===== src/rtl/core/hee_pkg.sv =====
// Package for the HTML entity escaper: character widths, entity kinds and
// the entity text tables used by the escaper pipeline.
// Depends on nothing.
`default_nettype none

package hee_pkg;

   localparam int CHAR_W = 16;
   localparam int IDX_W  = 3;

   localparam logic [CHAR_W-1:0] CH_QUOT = 16'h0022;
   localparam logic [CHAR_W-1:0] CH_AMP  = 16'h0026;
   localparam logic [CHAR_W-1:0] CH_LT   = 16'h003C;
   localparam logic [CHAR_W-1:0] CH_GT   = 16'h003E;
   localparam logic [CHAR_W-1:0] CH_NBSP = 16'h00A0;
   localparam logic [CHAR_W-1:0] CH_SEMI = 16'h003B;

   typedef enum logic [2:0] {
      ENT_NONE,
      ENT_QUOT,
      ENT_AMP,
      ENT_LT,
      ENT_GT,
      ENT_NBSP
   } entity_type;

   function automatic entity_type entity_of(input logic [CHAR_W-1:0] ch);
      entity_type kind;
      case (ch)
         CH_QUOT: kind = ENT_QUOT;
         CH_AMP:  kind = ENT_AMP;
         CH_LT:   kind = ENT_LT;
         CH_GT:   kind = ENT_GT;
         CH_NBSP: kind = ENT_NBSP;
         default: kind = ENT_NONE;
      endcase
      return kind;
   endfunction

   // Index of the final character of the run that a kind produces.
   function automatic logic [IDX_W-1:0] entity_last(input entity_type kind);
      logic [IDX_W-1:0] last;
      case (kind)
         ENT_QUOT: last = IDX_W'(5);
         ENT_AMP:  last = IDX_W'(4);
         ENT_LT:   last = IDX_W'(3);
         ENT_GT:   last = IDX_W'(3);
         ENT_NBSP: last = IDX_W'(5);
         default:  last = '0;
      endcase
      return last;
   endfunction

   function automatic logic [CHAR_W-1:0] entity_char(input entity_type kind,
                                                     input logic [IDX_W-1:0] idx);
      logic [7:0] c;
      c = ";";
      case (kind)
         ENT_QUOT: begin
            case (idx)
               3'd1:    c = "q";
               3'd2:    c = "u";
               3'd3:    c = "o";
               3'd4:    c = "t";
               default: c = ";";
            endcase
         end
         ENT_AMP: begin
            case (idx)
               3'd1:    c = "a";
               3'd2:    c = "m";
               3'd3:    c = "p";
               default: c = ";";
            endcase
         end
         ENT_LT: begin
            case (idx)
               3'd1:    c = "l";
               3'd2:    c = "t";
               default: c = ";";
            endcase
         end
         ENT_GT: begin
            case (idx)
               3'd1:    c = "g";
               3'd2:    c = "t";
               default: c = ";";
            endcase
         end
         ENT_NBSP: begin
            case (idx)
               3'd1:    c = "n";
               3'd2:    c = "b";
               3'd3:    c = "s";
               3'd4:    c = "p";
               default: c = ";";
            endcase
         end
         default: c = ";";
      endcase
      if (idx == '0) begin
         c = "&";
      end
      return {8'h00, c};
   endfunction

endpackage

`default_nettype wire


===== src/rtl/core/html_entity_escaper.sv =====
// HTML entity escaper: a four-stage pipeline that replaces five special
// characters with their entity text. Depends on hee_pkg.
//
// Each 16-bit character taken on the req_ channel produces one transfer on
// the rsp_ channel, or a run of four to six transfers for a double quote,
// ampersand, less-than, greater-than or non-breaking space (0xA0), which
// become &quot; &amp; &lt; &gt; and &nbsp;. Plain characters flow at one per
// cycle while rsp_tready is high and no entity is expanding, through s1, s2,
// the expansion stage and the output register. An entity stays in the expansion
// stage until its last character is sent, one character per cycle while
// rsp_tready is high, and holds back the input until then. rsp_tuser marks
// the last transfer of each run; rsp_tlast carries the input's req_tlast on
// that last transfer only. The block holds no state apart from the pipeline.
`default_nettype none

module html_entity_escaper (
   input  wire                         clock,
   input  wire                         reset,
   input  wire                         req_tvalid,
   output logic                        req_tready,
   input  wire  [hee_pkg::CHAR_W-1:0]  req_tdata,   // [15:0] in_char
   input  wire                         req_tlast,   // in_string_end
   output logic                        rsp_tvalid,
   input  wire                         rsp_tready,
   output logic [hee_pkg::CHAR_W-1:0]  rsp_tdata,   // [15:0] out_char
   output logic                        rsp_tlast,   // out_string_end
   output logic                        rsp_tuser    // [0] out_run_last
);
   import hee_pkg::*;

   logic              s1_valid_ff, s1_valid_in;
   logic [CHAR_W-1:0] s1_char_ff, s1_char_in;
   logic              s1_end_ff, s1_end_in;
   logic              s1_ready;

   logic              s2_valid_ff, s2_valid_in;
   entity_type        s2_kind_ff, s2_kind_in;
   logic [IDX_W-1:0]  s2_last_ff, s2_last_in;
   logic [CHAR_W-1:0] s2_char_ff, s2_char_in;
   logic              s2_end_ff, s2_end_in;
   logic              s2_ready;

   logic              x_valid_ff, x_valid_in;
   entity_type        x_kind_ff, x_kind_in;
   logic [IDX_W-1:0]  x_last_ff, x_last_in;
   logic [IDX_W-1:0]  x_idx_ff, x_idx_in;
   logic [CHAR_W-1:0] x_char_ff, x_char_in;
   logic              x_end_ff, x_end_in;
   logic              x_ready, x_fire, x_done;
   logic [CHAR_W-1:0] x_char_out;

   logic              o_valid_ff, o_valid_in;
   logic [CHAR_W-1:0] o_char_ff, o_char_in;
   logic              o_run_last_ff, o_run_last_in;
   logic              o_end_ff, o_end_in;
   logic              o_ready;

   assign o_ready    = !o_valid_ff || rsp_tready;
   assign x_done     = (x_idx_ff == x_last_ff);
   assign x_fire     = x_valid_ff && o_ready;
   assign x_ready    = !x_valid_ff || (o_ready && x_done);
   assign s2_ready   = !s2_valid_ff || x_ready;
   assign s1_ready   = !s1_valid_ff || s2_ready;
   assign req_tready = s1_ready;
   assign x_char_out = (x_kind_ff == ENT_NONE) ? x_char_ff
                                                : entity_char(x_kind_ff, x_idx_ff);

   always_comb begin
      s1_valid_in = s1_valid_ff;
      s1_char_in  = s1_char_ff;
      s1_end_in   = s1_end_ff;
      if (s1_ready) begin
         s1_valid_in = req_tvalid;
         s1_char_in  = req_tdata;
         s1_end_in   = req_tlast;
      end

      s2_valid_in = s2_valid_ff;
      s2_kind_in  = s2_kind_ff;
      s2_last_in  = s2_last_ff;
      s2_char_in  = s2_char_ff;
      s2_end_in   = s2_end_ff;
      if (s2_ready) begin
         s2_valid_in = s1_valid_ff;
         s2_kind_in  = entity_of(s1_char_ff);
         s2_last_in  = entity_last(entity_of(s1_char_ff));
         s2_char_in  = s1_char_ff;
         s2_end_in   = s1_end_ff;
      end

      x_valid_in = x_valid_ff;
      x_kind_in  = x_kind_ff;
      x_last_in  = x_last_ff;
      x_idx_in   = x_idx_ff;
      x_char_in  = x_char_ff;
      x_end_in   = x_end_ff;
      if (x_ready) begin
         x_valid_in = s2_valid_ff;
         x_kind_in  = s2_kind_ff;
         x_last_in  = s2_last_ff;
         x_idx_in   = '0;
         x_char_in  = s2_char_ff;
         x_end_in   = s2_end_ff;
      end else if (x_fire) begin
         x_idx_in = x_idx_ff + IDX_W'(1);
      end

      o_valid_in    = o_valid_ff;
      o_char_in     = o_char_ff;
      o_run_last_in = o_run_last_ff;
      o_end_in      = o_end_ff;
      if (o_ready) begin
         o_valid_in    = x_valid_ff;
         o_char_in     = x_char_out;
         o_run_last_in = x_done;
         o_end_in      = x_done && x_end_ff;
      end
   end

   always_ff @(posedge clock) begin
      if (reset) begin
         s1_valid_ff <= 1'b0;
         s2_valid_ff <= 1'b0;
         x_valid_ff  <= 1'b0;
         x_idx_ff    <= '0;
         o_valid_ff  <= 1'b0;
      end else begin
         s1_valid_ff <= s1_valid_in;
         s2_valid_ff <= s2_valid_in;
         x_valid_ff  <= x_valid_in;
         x_idx_ff    <= x_idx_in;
         o_valid_ff  <= o_valid_in;
      end
   end

   always_ff @(posedge clock) begin
      s1_char_ff    <= s1_char_in;
      s1_end_ff     <= s1_end_in;
      s2_kind_ff    <= s2_kind_in;
      s2_last_ff    <= s2_last_in;
      s2_char_ff    <= s2_char_in;
      s2_end_ff     <= s2_end_in;
      x_kind_ff     <= x_kind_in;
      x_last_ff     <= x_last_in;
      x_char_ff     <= x_char_in;
      x_end_ff      <= x_end_in;
      o_char_ff     <= o_char_in;
      o_run_last_ff <= o_run_last_in;
      o_end_ff      <= o_end_in;
   end

   assign rsp_tvalid = o_valid_ff;
   assign rsp_tdata  = o_char_ff;
   assign rsp_tuser  = o_run_last_ff;
   assign rsp_tlast  = o_end_ff;

   a_end_only_on_run_last: assert property (@(posedge clock) disable iff (reset)
      rsp_tvalid && !rsp_tuser |-> !rsp_tlast)
      else $error("String end flagged before the last transfer of a run.");

   a_idx_in_range: assert property (@(posedge clock) disable iff (reset)
      x_valid_ff |-> x_idx_ff <= x_last_ff)
      else $error("Expansion index ran past the end of the entity.");

   a_plain_single: assert property (@(posedge clock) disable iff (reset)
      x_valid_ff && x_kind_ff == ENT_NONE |-> x_last_ff == '0 && x_idx_ff == '0)
      else $error("Plain character expanded into more than one transfer.");

   a_entity_starts_amp: assert property (@(posedge clock) disable iff (reset)
      x_fire && x_kind_ff != ENT_NONE && x_idx_ff == '0 |=> rsp_tdata == CH_AMP)
      else $error("Entity run did not open with an ampersand.");

endmodule

`default_nettype wire

===== config.mk =====
export PLATFORM = sky130hd
export DESIGN_NAME = html_entity_escaper
export DESIGN_NICKNAME = d
export VERILOG_FILES = /design/src/rtl/core/hee_pkg.sv /design/src/rtl/core/html_entity_escaper.sv
export SDC_FILE = /design/constraint.sdc
export NUM_CORES = 1
export LEC_CHECK = 0
export ABC_CLOCK_PERIOD_IN_PS = 6500
export BUFFER_PORTS_ARGS = -buffer_cell sky130_fd_sc_hd__buf_2
export CAP_MARGIN = 20
export CORE_MARGIN = 4
export CORE_UTILIZATION = 30
export CTS_CLUSTER_SIZE = 30
export DETAILED_ROUTE_END_ITERATION = 12
export GPL_ROUTABILITY_DRIVEN = 0
export GPL_TIMING_DRIVEN = 0
export SYNTH_ARGS = -nofsm -noshare
export SYNTH_HDL_FRONTEND = slang
export SYNTH_SLANG_ARGS = --single-unit

===== constraint.sdc =====
create_clock -name clock -period 6.5 [get_ports clock]
set_input_delay 1.3 -clock clock [delete_from_list [all_inputs] [get_ports clock]]
set_output_delay 1.3 -clock clock [all_outputs]
set_load 0.01 [all_outputs]

======== After elaboration in Yosys (flattened, before gate mapping) ========
Cells that the tools add are included.
cells by class
  $add $sub $neg .......................... 1
  equal/unequal tests ..................... 20
  multiplexer cells ....................... 11
  reduce and logical (&&, ||, !) cells .... 16
operators with widths
  cell                                                   count
  equality test 16 x 6 -> 1 bit (second input constant)  4
  case mux 7 bit (4 select lines)                        2
  case mux 8 bit (5 select lines)                        1
  case mux 7 bit (2 select lines)                        2
  case mux 7 bit (3 select lines)                        1
  equality test 3 x 2 -> 1 bit (second input constant)   6
  equality test 16 x 8 -> 1 bit (second input constant)  1
  two-way mux 8 bit                                      2
  equality test 3 bit (second input constant)            5
  case mux 3 bit (5 select lines)                        1
  equality test 3 x 1 -> 1 bit (second input constant)   3
  case mux 3 bit (3 select lines)                        1
  logical NOT 3 bit                                      2
  OR reduction 2 bit                                     3
  logical NOT 1 bit                                      4
  logical OR 1 bit                                       4
  adder 3 x 1 -> 3 bit (second input constant)           1
  equality test 3 bit                                    1
  logical AND 1 bit                                      3
  two-way mux 3 bit                                      1
word-level totals
  bits in registers ....................... 88
  logic and storage cells ................. 67

======== Depth between registers and ports, before layout ========
  word-level depth ........................ 9
  gate-level depth with buffers ........... 8
  depth with buffers taken out ............ 7

======== Least setup slack after synthesis ========
No wires, ideal clock.
  path kind ............................... input -> output
  start point ............................. in rsp_tready
  end point ............................... out req_tready
  data arrival time ....................... 2.594 ns
  setup slack ............................. 2.606 ns
  stages .................................. 6
  cells stage by stage .................... nor2b_1 > buf_2 > inv_2 > nand4_1 > and3_1 > nand2_1
between the ends
  longest elaborated chain between the ends .. 5
ends and longest elaborated chain
  element             line                       text
  start: declaration  html_entity_escaper.sv:24  input wire rsp_tready,
  logical OR 1 bit    html_entity_escaper.sv:58  assign o_ready = !o_valid_ff || rsp_tready;
  via o_ready         html_entity_escaper.sv:56  logic o_ready;
  logical AND 1 bit   html_entity_escaper.sv:61  assign x_ready = !x_valid_ff || (o_ready && x_done);
  logical OR 1 bit    html_entity_escaper.sv:61
  logical OR 1 bit    html_entity_escaper.sv:62  assign s2_ready = !s2_valid_ff || x_ready;
  logical OR 1 bit    html_entity_escaper.sv:63  assign s1_ready = !s1_valid_ff || s2_ready;
  end: declaration    html_entity_escaper.sv:20  output logic req_tready,
The timed path passes the listed nets, and every way through them passes these cells.

======== Worst setup path after layout ========
Ends and elaborated chain as after synthesis.

==> impl_results.rst <==
.. list-table::
   :header-rows: 1

   * - Metric
     - Value
   * - Run status
     - completed
   * - Pin count of the biggest net entering global routing
     - 24
   * - Switching power share of the total
     - 19.98%
   * - Arrival time of the worst setup path
     - 3.18 ns
   * - Root cell of the clock tree
     - sky130_fd_sc_hd__clkbuf_16
   * - Row Count
     - 39
   * - Worst relative slew slack
     - 42.90%
   * - Total count of hold-check failures in the final report
     - 0
   * - Cts repair resizes
     - 0
   * - Sink Count
     - 88
   * - Met3 global-route usage
     - 3.212%
   * - Switching component of the power
     - 0.2288 mW
   * - Via total after detailed routing
     - 2107
   * - Power per cell area
     - 272.7 nW/um2
   * - Top cell type's share of synthesized area
     - 68.62%
   * - Final non-filler cell total
     - 450
   * - Endpoint class of the critical path
     - output port
   * - Detailed Route Iter0 Violations
     - 111
   * - I/O pins
     - 41
   * - GR met2 Demand/Resource
     - 14.26%
   * - Number of synthesized register bits
     - 88
   * - Number of enable flip-flop cells after synthesis
     - 81
   * - Routed len/inst
     - 13.11 um
   * - Final Instance Area
     - 4198 um2
   * - Portion of total power attributed to the clock network
     - 40.7%
   * - Sequential share of power
     - 56.8%
   * - Area of placed instances
     - 3924 um2
   * - Number of placed instances, taps included
     - 434
   * - Static power due to leakage
     - 1.563 nW
   * - Fraction of registers with async set/reset
     - 0%
   * - Sum of internal, switching and leakage power
     - 1.145 mW
   * - Source-to-sink clock delay at the later pin of the worst-skew pair
     - 0.33 ns
   * - Share of post-route cells with drive strength above 1
     - 24.43%
   * - CP Launch Type
     - input port
   * - H-tree lvl count
     - 3
   * - Gate power share
     - 2.5%
   * - Critical path launch point
     - rsp_tready
   * - Path class of the lowest-slack min-delay path
     - flip-flop to flip-flop
   * - Sum of buffers and inverters on the critical path
     - 4
   * - Post-layout minimum cycle time
     - 4.484 ns
   * - Count of different cell masters after synthesis
     - 47
   * - Die footprint
     - 13620 um2
   * - Remaining global-route overflow
     - 0
   * - Required time worst endpoint
     - 5.20 ns
   * - Internal power consumption
     - 0.9161 mW
   * - Logic depth of the worst setup path including buffers
     - 8
   * - Register area share after synthesis
     - 72.57%
   * - Max VDD drop
     - 0.1148 mV
   * - Largest cells by area after synthesis
     - sky130_fd_sc_hd__edfxtp_1, sky130_fd_sc_hd__dfxtp_1, sky130_fd_sc_hd__a21oi_1
   * - Final critical-path setup slack
     - 2.016 ns
   * - Post-CTS Setup Bufs
     - 0
   * - Length of the first detailed-routing pass in iterations
     - 4
   * - Floorplan die width
     - 116.7 um
   * - Maximum buffer depth of the clock tree
     - 2
   * - Count of cells along the worst register-to-register path
     - 6
   * - Vias per std cell
     - 4.682
   * - Antenna violations before repair
     - 0
   * - Number of global-route vias before repair
     - 2051
   * - Critical path cell sequence
     - buf_2 > nor2b_1 > buf_2 > inv_2 > nand4_1 > and3_1 > nand2_1 > buf_2
   * - Worst path top cell family by delay
     - simple AND/OR/NAND/NOR gates
   * - Crit-path max cell delay
     - 0.55 ns
   * - Library cell with the largest summed area after synthesis
     - sky130_fd_sc_hd__edfxtp_1
   * - End of the worst register-to-register path
     - s1_char_ff[13]
   * - Aggregate routed wire length
     - 5.900 mm
   * - CTS tree
     - done
   * - Measured slew at the worst slew-check pin
     - 0.8544 ns
   * - Capture point of the critical path
     - req_tready
   * - Critical path's most frequent cell
     - sky130_fd_sc_hd__buf_2
   * - Setup slack, reg-to-reg
     - 4.19 ns
   * - Hold buffers post-CTS
     - 0
   * - First-pass GRT wire length
     - 9.653 mm
   * - TritonCTS buffer count
     - 9
   * - Hold_ws
     - 0.4180 ns
   * - Total Nets Final
     - 328
   * - Cell type of the slowest stage on the worst timing path
     - sky130_fd_sc_hd__nand2_1
   * - Clock slew seen by the registers of the worst setup and hold paths
     - 0.06 ns
   * - Total negative slack
     - 0 ns
   * - Drc violations
     - 0
   * - RSZ-0062 raised after global routing
     - false
   * - M1 GR Usage
     - 11.48%
   * - Core area
     - 11520 um2
   * - Antenna-violating nets left
     - 0
   * - Final Util
     - 36.45%
   * - Number of setup violations in the final report
     - 0
   * - Synthesized cell area
     - 3545 um2
   * - Die H
     - 116.7 um
   * - Mean instance size in the synthesized netlist
     - 14.12 um2
   * - Area overhead of the layout relative to synthesis
     - 18.43%
   * - Highest fanout seen on the critical path
     - 20
   * - Syn Nets
     - 277
   * - FILL cells
     - 1124
   * - Launch point of the worst reg-to-reg path
     - rsp_tvalid
   * - Setup slack at placement
     - 1.924 ns
   * - Synth cell count leaders
     - sky130_fd_sc_hd__edfxtp_1, sky130_fd_sc_hd__nor2_1, sky130_fd_sc_hd__a21oi_1
   * - Number of diodes
     - 0
   * - Number of buffers inserted by port buffering
     - 40
   * - Busiest layer in global routing
     - met2
   * - Setup clock skew after layout
     - 0.003285 ns
   * - Max-cap violation count
     - 0
   * - Fmax
     - 223.0 MHz
   * - Synth Warn #
     - 0
   * - HPWL reported at the end of detailed placement
     - 4.174 mm
   * - Starting Density
     - 30.78%
   * - Synthesized instance count
     - 251
   * - Max Transition Viols Final
     - 0
   * - Final period utilization
     - 68.99%
   * - Most used flip-flop cell after synthesis
     - sky130_fd_sc_hd__edfxtp_1
   * - Global router's overall resource usage
     - 9.378%
   * - Most frequently used cell type in the post-synthesis netlist
     - sky130_fd_sc_hd__edfxtp_1
   * - Worst setup path category
     - input port to output port
==> area by class of cell <==
class	instances	area (um2)	share of cell area, %
Clock inverter	6	45.04	1.073
Inverter	11	41.29	0.9836
Buffer	9	52.55	1.252
Sequential cell	88	2572	61.28
Timing Repair Buffer	40	200.2	4.769
Tap cell	143	178.9	4.262
Multi-Input combinational cell	143	878.3	20.92
Clock buffer	10	229.0	5.455
==> metal layers <==
metal  up-vias  wire length [um]  part of all wire (%)
met4         0               106                   1.8
met3         7               386                   6.5
li1       1048                 -                     -
met2        79              2800                    47
met1       973              2607                    44
met5         -                 0                     0
==> cells in the final DEF, fill, tap and decap left out, types with 2 or more instances in the layout <==
master,n
sky130_fd_sc_hd__o2bb2ai_1,3
sky130_fd_sc_hd__clkbuf_1,2
sky130_fd_sc_hd__a21oi_1,15
sky130_fd_sc_hd__o21ai_0,11
sky130_fd_sc_hd__nor3_2,2
sky130_fd_sc_hd__ha_1,5
sky130_fd_sc_hd__xnor2_1,3
sky130_fd_sc_hd__o21ai_1,3
sky130_fd_sc_hd__nor4_1,4
sky130_fd_sc_hd__a2bb2oi_1,2
sky130_fd_sc_hd__clkinv_4,2
sky130_fd_sc_hd__nand2_1,14
sky130_fd_sc_hd__and2_1,10
sky130_fd_sc_hd__nor3_1,10
sky130_fd_sc_hd__nor2b_1,4
sky130_fd_sc_hd__a221o_1,2
sky130_fd_sc_hd__edfxtp_1,81
sky130_fd_sc_hd__nor2_1,18
sky130_fd_sc_hd__inv_1,6
sky130_fd_sc_hd__inv_2,5
sky130_fd_sc_hd__and3_1,2
sky130_fd_sc_hd__nand2b_1,5
sky130_fd_sc_hd__buf_2,46
sky130_fd_sc_hd__nand3_1,9
sky130_fd_sc_hd__clkbuf_16,9
sky130_fd_sc_hd__dfxtp_1,7
==> power groups by stage <==
stage               combinational, mW  sequential, mW  clock [mW]
floorplan                      0.0102           0.664           0
global placement               0.0286           0.662           0
finish                         0.0286           0.650       0.466
detailed placement             0.0291           0.663           0
global route                   0.0319           0.653       0.511
CTS                            0.0291           0.651       0.481
==> cells by family after synthesis <==
group	synth area share, %
compound gates	8.931
xor+xnor	0.7414
fa+ha+maj	1.765
buf+inv	2.647
flops	72.57
mux	0.4235
simple gates	12.92
==> worst min path at each step <==
stage,from,end,slack [ns],cells past startpoint
floorplan,s1_end_ff,s2_end_ff,0.40,0
CTS,s2_char_ff[4],x_char_ff[4],0.42,0
global placement,s1_end_ff,s2_end_ff,0.40,0
detailed placement,s2_char_ff[4],x_char_ff[4],0.41,0
finish,s2_kind_ff[0],x_kind_ff[0],0.42,0
global route,s2_last_ff[0],x_last_ff[0],0.42,0
==> worst reg2reg max path, cell delays in order (launching register included) <==
cell,delay (ns)
sky130_fd_sc_hd__dfxtp_1,0.30
sky130_fd_sc_hd__nor2b_1,0.11
sky130_fd_sc_hd__buf_2,0.15
sky130_fd_sc_hd__inv_2,0.31
sky130_fd_sc_hd__nand4_1,0.21
sky130_fd_sc_hd__and3_1,0.28
sky130_fd_sc_hd__nand2_1,0.55
==> state kept, by name, summed over array words and instances (netlist names) <==
register	count
rsp_tuser	1
x_last_ff	3
s2_last_ff	3
x_kind_ff	3
rsp_tvalid	1
x_valid_ff	1
s2_kind_ff	3
x_end_ff	1
s2_end_ff	1
x_char_ff	16
s1_valid_ff	1
s1_end_ff	1
s2_char_ff	16
rsp_tdata	16
s2_valid_ff	1
s1_char_ff	16
x_idx_ff	3
rsp_tlast	1
No activity file was read; power rests on OpenSTA's default activity.
